$ cat src/hw/rtl/fas_pkg.sv
// shared constants, codes and types of the frame animation sequencer
// no dependencies; used by the frame ram, the top level and the checker
package fas_pkg;

   localparam int DEF_NUM_ANIMS  = 8;
   localparam int DEF_MAX_FRAMES = 16;
   localparam int DEF_WALK_LIMIT = 32;

   localparam int FUNC_W    = 3;
   localparam int ANIM_W    = 3;
   localparam int SPRITE_W  = 12;
   localparam int DUR_W     = 16;
   localparam int ELAPSED_W = 17;
   localparam int REQ_W     = 48;
   localparam int RSP_W     = 24;

   localparam logic [ELAPSED_W-1:0] ELAPSED_MAX = '1;

   localparam logic [FUNC_W-1:0] FUNC_TICK    = 3'd0;
   localparam logic [FUNC_W-1:0] FUNC_DEFINE  = 3'd1;
   localparam logic [FUNC_W-1:0] FUNC_APPEND  = 3'd2;
   localparam logic [FUNC_W-1:0] FUNC_SELECT  = 3'd3;
   localparam logic [FUNC_W-1:0] FUNC_RESTART = 3'd4;

   typedef struct packed {
      logic [SPRITE_W-1:0] sprite;
      logic [DUR_W-1:0]    length;
   } frame_word_type;

endpackage

$ cat src/hw/rtl/fas_frame_mem.sv
// frame store: one synchronous ram of sprite number and duration per frame
// depends on fas_pkg for the word type
module fas_frame_mem #(
   parameter int DEPTH = fas_pkg::DEF_NUM_ANIMS * fas_pkg::DEF_MAX_FRAMES,
   parameter int AW    = $clog2(DEPTH)
) (
   input  logic                    clock,
   input  logic                    wr_en,
   input  logic [AW-1:0]           wr_addr,
   input  fas_pkg::frame_word_type wr_data,
   input  logic                    rd_en,
   input  logic [AW-1:0]           rd_addr,
   output fas_pkg::frame_word_type rd_data
);

   fas_pkg::frame_word_type mem_q [DEPTH];
   fas_pkg::frame_word_type rd_data_ff;

   always_ff @(posedge clock) begin
      if (wr_en) begin
         mem_q[wr_addr] <= wr_data;
      end
   end

   // registered read, held between reads
   always_ff @(posedge clock) begin
      if (rd_en) begin
         rd_data_ff <= mem_q[rd_addr];
      end
   end

   assign rd_data = rd_data_ff;

endmodule

$ cat src/hw/rtl/frame_animation_sequencer.sv
// top level of the frame animation sequencer: command decode, tick walker, result register
// depends on fas_pkg and fas_frame_mem
//
//   channel | direction | tdata                                                   | tuser
//   req     | in        | anim_id, loop_flag, sprite_frame, duration_ms, delta_ms | func
//   rsp     | out       | shown_frame, finished, active_anim, has_active          | -
//
// one item at a time; define, append, select, restart and an idle tick go through the
// steps take, apply, frame read and result load, in that order
// a tick that walks visits at most WALK_LIMIT frames, each as a read and then a
// compare and subtract, set by the single read port of the frame ram
// a result waits in its output register while the next item is taken in; the sequencer
// stalls in its last step only when that register is still full
// reset clears all control state at once; frame ram entries are undefined until
// written, and the result reports no sprite read from one, so there is no clearing pass
module frame_animation_sequencer #(
   parameter int NUM_ANIMS  = fas_pkg::DEF_NUM_ANIMS,
   parameter int MAX_FRAMES = fas_pkg::DEF_MAX_FRAMES,
   parameter int WALK_LIMIT = fas_pkg::DEF_WALK_LIMIT
) (
   input  logic                       clock,
   input  logic                       reset,
   input  logic                       req_tvalid,
   output logic                       req_tready,
   // [2:0] anim_id, [3] loop_flag, [15:4] sprite_frame, [31:16] duration_ms,
   // [47:32] delta_ms
   input  logic [fas_pkg::REQ_W-1:0]  req_tdata,
   // [2:0] func
   input  logic [fas_pkg::FUNC_W-1:0] req_tuser,
   output logic                       rsp_tvalid,
   input  logic                       rsp_tready,
   // [11:0] shown_frame, [12] finished, [15:13] active_anim, [16] has_active,
   // [23:17] zero
   output logic [fas_pkg::RSP_W-1:0]  rsp_tdata
);

   localparam int DEPTH = NUM_ANIMS * MAX_FRAMES;
   localparam int AW    = (DEPTH > 1) ? $clog2(DEPTH) : 1;
   localparam int PW    = (MAX_FRAMES > 1) ? $clog2(MAX_FRAMES) : 1;
   localparam int CW    = $clog2(MAX_FRAMES + 1);
   localparam int NW    = $clog2(WALK_LIMIT + 1);
   localparam int IW    = (NUM_ANIMS > 1) ? $clog2(NUM_ANIMS) : 1;

   localparam int AIDW = fas_pkg::ANIM_W;
   localparam int EW   = fas_pkg::ELAPSED_W;
   localparam int DW   = fas_pkg::DUR_W;
   localparam int SW   = fas_pkg::SPRITE_W;

   // sequencer states
   localparam logic [2:0] ST_IDLE     = 3'd0;
   localparam logic [2:0] ST_EXEC     = 3'd1;
   localparam logic [2:0] ST_WALK_RD  = 3'd2;
   localparam logic [2:0] ST_WALK_CMP = 3'd3;
   localparam logic [2:0] ST_SHOW_RD  = 3'd4;
   localparam logic [2:0] ST_RESP     = 3'd5;

   logic [2:0] state_ff, state_in;

   // held item
   logic [fas_pkg::FUNC_W-1:0] func_ff;
   logic [AIDW-1:0]            id_ff;
   logic                       loop_ff;
   logic [SW-1:0]              sprite_ff;
   logic [DW-1:0]              dur_ff;
   logic [DW-1:0]              delta_ff;

   // per-animation tables
   logic [CW-1:0] counts_ff [NUM_ANIMS];
   logic [CW-1:0] counts_in [NUM_ANIMS];
   logic [NUM_ANIMS-1:0] repeat_ff, repeat_in;
   logic [NUM_ANIMS-1:0] defined_ff, defined_in;

   // playback state, with a copy of the current animation's count and repeat flag
   logic [AIDW-1:0] cur_ff, cur_in;
   logic            valid_ff, valid_in;
   logic [EW-1:0]   elapsed_ff, elapsed_in;
   logic [PW-1:0]   pos_ff, pos_in;
   logic            done_ff, done_in;
   logic [CW-1:0]   ccount_ff, ccount_in;
   logic            crep_ff, crep_in;
   logic [NW-1:0]   steps_ff, steps_in;

   // result register
   logic              rsp_valid_ff, rsp_valid_in;
   logic [fas_pkg::RSP_W-1:0] rsp_data_ff, rsp_data_in;

   // frame ram port
   logic                    wr_en;
   logic [AW-1:0]           wr_addr;
   fas_pkg::frame_word_type wr_data;
   logic                    rd_en;
   logic [AW-1:0]           rd_addr;
   fas_pkg::frame_word_type rd_data;

   // decode helpers
   logic          req_xfer;
   logic          id_ok;
   logic [IW-1:0] idx;
   logic          cur_match;
   logic [EW:0]   elapsed_sum;
   logic [NW-1:0] steps_next;
   logic          last_frame;
   logic [SW-1:0] shown;

   function automatic logic [AW-1:0] frame_addr(input logic [AIDW-1:0] anim,
                                                input logic [PW-1:0] pos);
      return AW'(AW'(anim) * AW'(MAX_FRAMES)) + AW'(pos);
   endfunction

   assign req_tready = (state_ff == ST_IDLE);
   assign req_xfer   = req_tvalid && req_tready;

   assign id_ok       = (int'(id_ff) < NUM_ANIMS);
   assign idx         = IW'(id_ff);
   assign cur_match   = valid_ff && (cur_ff == id_ff);
   assign elapsed_sum = {1'b0, elapsed_ff} + (EW + 1)'(delta_ff);
   assign steps_next  = steps_ff + NW'(1);
   assign last_frame  = ((CW'(pos_ff) + CW'(1)) == ccount_ff);
   assign shown       = (valid_ff && ccount_ff != '0) ? rd_data.sprite : '0;

   always_comb begin
      state_in     = state_ff;
      counts_in    = counts_ff;
      repeat_in    = repeat_ff;
      defined_in   = defined_ff;
      cur_in       = cur_ff;
      valid_in     = valid_ff;
      elapsed_in   = elapsed_ff;
      pos_in       = pos_ff;
      done_in      = done_ff;
      ccount_in    = ccount_ff;
      crep_in      = crep_ff;
      steps_in     = steps_ff;
      rsp_valid_in = rsp_valid_ff && !rsp_tready;
      rsp_data_in  = rsp_data_ff;
      wr_en        = 1'b0;
      wr_addr      = frame_addr(id_ff, PW'(counts_ff[idx]));
      wr_data      = '{sprite: sprite_ff, length: dur_ff};
      rd_en        = 1'b0;
      rd_addr      = frame_addr(cur_ff, pos_ff);

      unique case (state_ff)
         ST_IDLE: begin
            if (req_xfer) begin
               state_in = ST_EXEC;
            end
         end

         ST_EXEC: begin
            state_in = ST_SHOW_RD;
            unique case (func_ff)
               fas_pkg::FUNC_TICK: begin
                  if (valid_ff && !done_ff && ccount_ff != '0) begin
                     elapsed_in = elapsed_sum[EW] ? fas_pkg::ELAPSED_MAX : elapsed_sum[EW-1:0];
                     steps_in   = '0;
                     state_in   = ST_WALK_RD;
                  end
               end
               fas_pkg::FUNC_DEFINE: begin
                  if (id_ok) begin
                     defined_in[idx] = 1'b1;
                     counts_in[idx]  = '0;
                     repeat_in[idx]  = loop_ff;
                     if (!valid_ff || cur_ff == id_ff) begin
                        ccount_in = '0;
                        crep_in   = loop_ff;
                     end
                     if (!valid_ff) begin
                        cur_in   = id_ff;
                        valid_in = 1'b1;
                     end else if (cur_ff == id_ff) begin
                        elapsed_in = '0;
                        pos_in     = '0;
                        done_in    = 1'b0;
                     end
                  end
               end
               fas_pkg::FUNC_APPEND: begin
                  if (id_ok && defined_ff[idx] && counts_ff[idx] < CW'(MAX_FRAMES)) begin
                     wr_en          = 1'b1;
                     counts_in[idx] = counts_ff[idx] + CW'(1);
                     if (cur_match) begin
                        ccount_in = ccount_ff + CW'(1);
                     end
                  end
               end
               fas_pkg::FUNC_SELECT: begin
                  if (id_ok && defined_ff[idx] && !cur_match) begin
                     cur_in     = id_ff;
                     valid_in   = 1'b1;
                     ccount_in  = counts_ff[idx];
                     crep_in    = repeat_ff[idx];
                     elapsed_in = '0;
                     pos_in     = '0;
                     done_in    = 1'b0;
                  end
               end
               fas_pkg::FUNC_RESTART: begin
                  if (id_ok && defined_ff[idx] && cur_match) begin
                     elapsed_in = '0;
                     pos_in     = '0;
                     done_in    = 1'b0;
                  end
               end
               default: begin
               end
            endcase
         end

         ST_WALK_RD: begin
            rd_en    = 1'b1;
            state_in = ST_WALK_CMP;
         end

         // one frame per visit: compare, subtract, then advance, wrap or finish
         ST_WALK_CMP: begin
            steps_in = steps_next;
            if (elapsed_ff < EW'(rd_data.length)) begin
               state_in = ST_SHOW_RD;
            end else begin
               elapsed_in = elapsed_ff - EW'(rd_data.length);
               if (last_frame && !crep_ff) begin
                  done_in  = 1'b1;
                  state_in = ST_SHOW_RD;
               end else begin
                  pos_in   = last_frame ? '0 : pos_ff + PW'(1);
                  state_in = (steps_next == NW'(WALK_LIMIT)) ? ST_SHOW_RD : ST_WALK_RD;
               end
            end
         end

         ST_SHOW_RD: begin
            rd_en    = 1'b1;
            state_in = ST_RESP;
         end

         ST_RESP: begin
            if (!rsp_valid_ff || rsp_tready) begin
               rsp_valid_in = 1'b1;
               rsp_data_in  = fas_pkg::RSP_W'({valid_ff, cur_ff, done_ff, shown});
               state_in     = ST_IDLE;
            end
         end

         default: begin
            state_in = ST_IDLE;
         end
      endcase
   end

   // control state
   always_ff @(posedge clock) begin
      if (reset) begin
         state_ff     <= ST_IDLE;
         for (int i = 0; i < NUM_ANIMS; i++) begin
            counts_ff[i] <= '0;
         end
         repeat_ff    <= '0;
         defined_ff   <= '0;
         cur_ff       <= '0;
         valid_ff     <= 1'b0;
         elapsed_ff   <= '0;
         pos_ff       <= '0;
         done_ff      <= 1'b0;
         ccount_ff    <= '0;
         crep_ff      <= 1'b0;
         steps_ff     <= '0;
         rsp_valid_ff <= 1'b0;
      end else begin
         state_ff     <= state_in;
         counts_ff    <= counts_in;
         repeat_ff    <= repeat_in;
         defined_ff   <= defined_in;
         cur_ff       <= cur_in;
         valid_ff     <= valid_in;
         elapsed_ff   <= elapsed_in;
         pos_ff       <= pos_in;
         done_ff      <= done_in;
         ccount_ff    <= ccount_in;
         crep_ff      <= crep_in;
         steps_ff     <= steps_in;
         rsp_valid_ff <= rsp_valid_in;
      end
   end

   // payload registers
   always_ff @(posedge clock) begin
      if (req_xfer) begin
         func_ff   <= req_tuser;
         id_ff     <= req_tdata[2:0];
         loop_ff   <= req_tdata[3];
         sprite_ff <= req_tdata[15:4];
         dur_ff    <= req_tdata[31:16];
         delta_ff  <= req_tdata[47:32];
      end
      rsp_data_ff <= rsp_data_in;
   end

   fas_frame_mem #(
      .DEPTH (DEPTH),
      .AW    (AW)
   ) u_frame_mem (
      .clock   (clock),
      .wr_en   (wr_en),
      .wr_addr (wr_addr),
      .wr_data (wr_data),
      .rd_en   (rd_en),
      .rd_addr (rd_addr),
      .rd_data (rd_data)
   );

   assign rsp_tvalid = rsp_valid_ff;
   assign rsp_tdata  = rsp_data_ff;

endmodule

$ cat config.mk
export PLATFORM = sky130hd
export DESIGN_NAME = frame_animation_sequencer
export DESIGN_NICKNAME = d
export VERILOG_FILES = /design/src/hw/rtl/fas_pkg.sv /design/src/hw/rtl/fas_frame_mem.sv /design/src/hw/rtl/frame_animation_sequencer.sv
export SDC_FILE = /design/constraint.sdc
export NUM_CORES = 2
export LEC_CHECK = 0
export BUFFER_PORTS_ARGS = -buffer_cell sky130_fd_sc_hd__buf_4
export CAP_MARGIN = 10
export CORE_ASPECT_RATIO = 0.8
export CORE_MARGIN = 2
export CORE_UTILIZATION = 59
export CTS_BUF_LIST = sky130_fd_sc_hd__clkbuf_4
export CTS_CLUSTER_SIZE = 20
export DETAILED_ROUTE_END_ITERATION = 12
export HOLD_SLACK_MARGIN = 0.12
export PLACE_DENSITY = 0.78
export SYNTH_ARGS = -nofsm -noshare
export SYNTH_HDL_FRONTEND = slang
export SYNTH_SLANG_ARGS = --single-unit
$ cat constraint.sdc
create_clock -name clock -period 4 [get_ports clock]
set_input_delay 0.6 -clock clock [delete_from_list [all_inputs] [get_ports clock]]
set_output_delay 0.6 -clock clock [all_outputs]
set_load 0.005 [all_outputs]
==> summary.md <==
| Metric | Value |
|---|---|
| Worst setup path class | `flip-flop to flip-flop` |
| Clock transition at the registers of the reported paths | `0.09 ns` |
| Crit path arrival time | `5.02 ns` |
| Synth unique cells | `73` |
| Final Cycle Share | `0.976` |
| Leakage | `51.4 nW` |
| CP max-delay cell | `edfxtp_1` |
| Core area | `0.246 mm2` |
| Fmax | `256 MHz` |
| Total Wirelength | `388 mm` |
| Hold Path Cell Cnt | `3` |
| Path category of the worst min-delay check | `input port to flip-flop` |
| Area leader, netlist | `edfxtp_1` |
| Via-to-Cell Ratio | `6.74` |
| Largest net degree at the start of global routing | `129` |
| Worst Setup EP | `u_frame_mem.mem_q[111][26]` |
| Hold Crit Start | `req_tvalid` |
| Worst r2r dst | `u_frame_mem.mem_q[111][26]` |
| Simple-Gate Fraction of Synth Area | `0.0143` |
| Logic depth of the worst register-to-register path | `10` |
| Clock sink total | `3,778` |
| RSZ-0062 raised after global routing | `false` |
| Routed len/inst | `34.5 um` |
| Initial antenna violation count | `44` |
| CP delay by family, top | `simple AND/OR/NAND/NOR gates` |
| CTS max path bufs | `4` |
| Largest family of logic cells by synthesized area | `multiplexers` |
| Max-cap violation count | `0` |
| Worst r2r src | `id_ff[0]` |
| Mapped Avg Cell Area | `23.6 um2` |
| # DRC | `0` |
| H-Tree Depth | `6` |
| Yosys warnings | `0` |
| Post-detail-place hpwl | `217 mm` |
| Layout cell share with drive strength beyond 1 | `0.396` |
| Final hold violations | `0` |
| Iter 0 DRT Violations | `13,137` |
| Routed Antenna Nets | `0` |
| Vias | `75,805` |
| Post-Route Skew | `0.133 ns` |
| CTS tree | `yes` |
| Worst path max stage delay | `0.69 ns` |
| Internal reg-to-reg setup slack | `0.1 ns` |
| Rows | `163` |
| Worst Path Max Fanout | `28` |
| Most common cell after layout, fill and taps aside | `edfxtp_1` |
| Power density cells | `452 mW/mm2` |
| Filler Cell Count | `14,358` |
| Synth top area share | `0.758` |
| Proportion of synthesized area in mux cells | `0.187` |
| Post-CTS setup repair buffer count | `0` |
| Register area share after synthesis | `0.771` |
| 1st-pass router iterations | `6` |
| Number of register bits inferred by synthesis | `3,778` |
| Period minus WS final | `3.90 ns` |
| Status | `completed` |
| Nets | `7,369` |
| Mapped Cells | `6,176` |
| First-pass GRT wire length | `548 mm` |
| CP Capture Type | `flip-flop` |
| Ys async rst share | `0` |
| Area occupied by multi-input gates | `0.0329 mm2` |
| Least-Margin Pin Slew | `1.24 ns` |
| Most used DFF post-synth | `edfxtp_1` |
| Post-route setup TNS | `0 ns` |
| Adder-Cell Fraction of Synth Area | `0.00345` |
| CP startpoint | `id_ff[0]` |
| Post-CTS sizing | `0` |
| GRT Total Usage | `0.310` |
| Final setup viols | `0` |
| Clock latency on the worst-skew pair | `1.50 ns` |
| Initial core utilization | `0.592` |
| WP buf/inv | `3` |
| Die Ht | `449 um` |
| Most frequent cells in the layout | `edfxtp_1 (3,680), clkbuf_4 (1,244), mux4_2 (1,184)` |
| Input/output buffers | `73` |
| Peak supply drop | `0.293 mV` |
| Rel. slew slack | `0.172` |
| Die extent in x | `560 um` |
| TritonCTS Buffers | `848` |
| P&R area growth vs syn | `14.7%` |
| Synth Cell Area | `0.146 mm2` |
| Worst path cell trace | `mux4_2 > mux2i_1 > a21boi_2 > nand2_1 > nor2_1 > buf_4 > nand2_1 > buf_4 > nor2_4 > buf_12` |
| Final GP Congestion | `0.886` |
| Die area | `0.251 mm2` |
| Hold Buf Count CTS | `109` |
| Clk root buf | `clkbuf_4` |
| Slew Viols, Final | `0` |
| Synth top area cells | `edfxtp_1 (76%), mux4_2 (18%), dfxtp_1 (1.3%), nor2_1 (0.62%), clkbuf_1 (0.47%)` |
| Critical path launch point type | `flip-flop` |
| Vias in the first global route | `75,738` |
| Congestion Overflow GR | `0` |
| CP Depth | `10` |
| Sequential Area | `0.112 mm2` |
| Synth Area in XOR/XNOR | `0.00156` |
| Fin util | `0.680` |
| Io pins | `81` |
| Compound-Gate Fraction of Synth Area | `0.0118` |
| WP data required | `5.12 ns` |
| EDFF count, synth | `3,680` |
## state kept, by name, indices dropped and copies added (netlist names), 4 cells and up
signal and cells:
delta_ff 16, defined_ff 8, u_frame_mem.mem_q 3584, ccount_ff 5
dur_ff 16, u_frame_mem.rd_data 28, pos_ff 4, rsp_tdata 17
repeat_ff 8, counts_ff 40, steps_ff 6, elapsed_ff 17
sprite_ff 12
## metrics by stage
stage	total power, W	hold WS [ns]	std cells	cell area (um2)	worst slack (ns)
after floorplan	0.0456	0.406	6182	146000	0.0877
after global placement	0.0464	0.444	9616	155000	0.314
after detailed placement	0.0465	0.453	9616	155000	0.324
after CTS	0.0758	0.183	11222	167000	0.268
after global routing	0.0780	0.268	11227	167000	0.0724
final	0.0757	0.273	11239	167000	0.0972
## worst reg2reg max path: cells and delay by family (launching register included)
kind,cells,cell delay [ns]
simple gates,4,0.92
flops,1,0.69
compound gates,1,0.28
buf+inv,3,0.79
mux,2,0.78
## per-layer routing
metal,up-vias,global-route usage,part of all wire
li1,29352,-,-
met1,39125,0.431,0.35
met2,6428,0.463,0.47
met3,872,0.105,0.15
met4,28,0.112,0.036
met5,-,0,0.00057
## how the worst min path moves through the flow
stage / slack (ns) / to
6_report: 0.27 / func_ff[2]
5_1_grt: 0.27 / delta_ff[14]
4_1_cts: 0.18 / func_ff[0]
3_5_place_dp: 0.45 / counts_ff[23]
3_3_place_gp: 0.44 / defined_ff[0]
2_1_floorplan: 0.41 / rsp_tdata[13]
## cells in the mapped netlist, types with 6 or more instances
library cell	number
and3_1	21
mux2_2	29
o32ai_1	6
buf_4	9
ha_1	37
o31ai_1	6
o21a_1	14
a31oi_1	7
a22o_1	6
clkbuf_1	182
o21ai_0	65
nor2_1	241
nor3_1	18
inv_1	36
nor2b_1	11
buf_1	34
and2_1	6
mux4_2	1184
o211ai_1	9
nand2_1	88
buf_2	99
a21o_1	8
xor2_1	8
xnor2_1	18
a311oi_1	17
o221ai_1	6
a211oi_1	9
nand2b_1	11
mux2i_1	33
or3_1	9
nand3b_1	9
a21oi_1	64
edfxtp_1	3680
nand3_1	25
dfxtp_1	98
## power by group
part	internal [W]	total (W)	switching (W)
clock network	0.0149	0.0299	0.0150
logic	0.000412	0.00188	0.00147
registers	0.0438	0.0439	0.000136
## layout make-up
| class | instances | share of cell area |
|---|---|---|
| antenna | 17 | 0.000254 |
| clock buffer | 1244 | 0.0558 |
| clock inverter | 253 | 0.00794 |
| inverter | 37 | 0.000830 |
| multi-input combinational | 2042 | 0.197 |
| sequential | 3778 | 0.672 |
| tap | 3300 | 0.0247 |
| timing repair buffer | 568 | 0.0415 |
## logic make-up after synthesis
kind of cell | after synthesis
buf+inv | 362
flops | 3778
other cells | 1
simple gates | 464
mux | 1246
fa+ha+maj | 39
xor+xnor | 26
compound gates | 260
No activity file was read; power rests on OpenSTA's default activity.
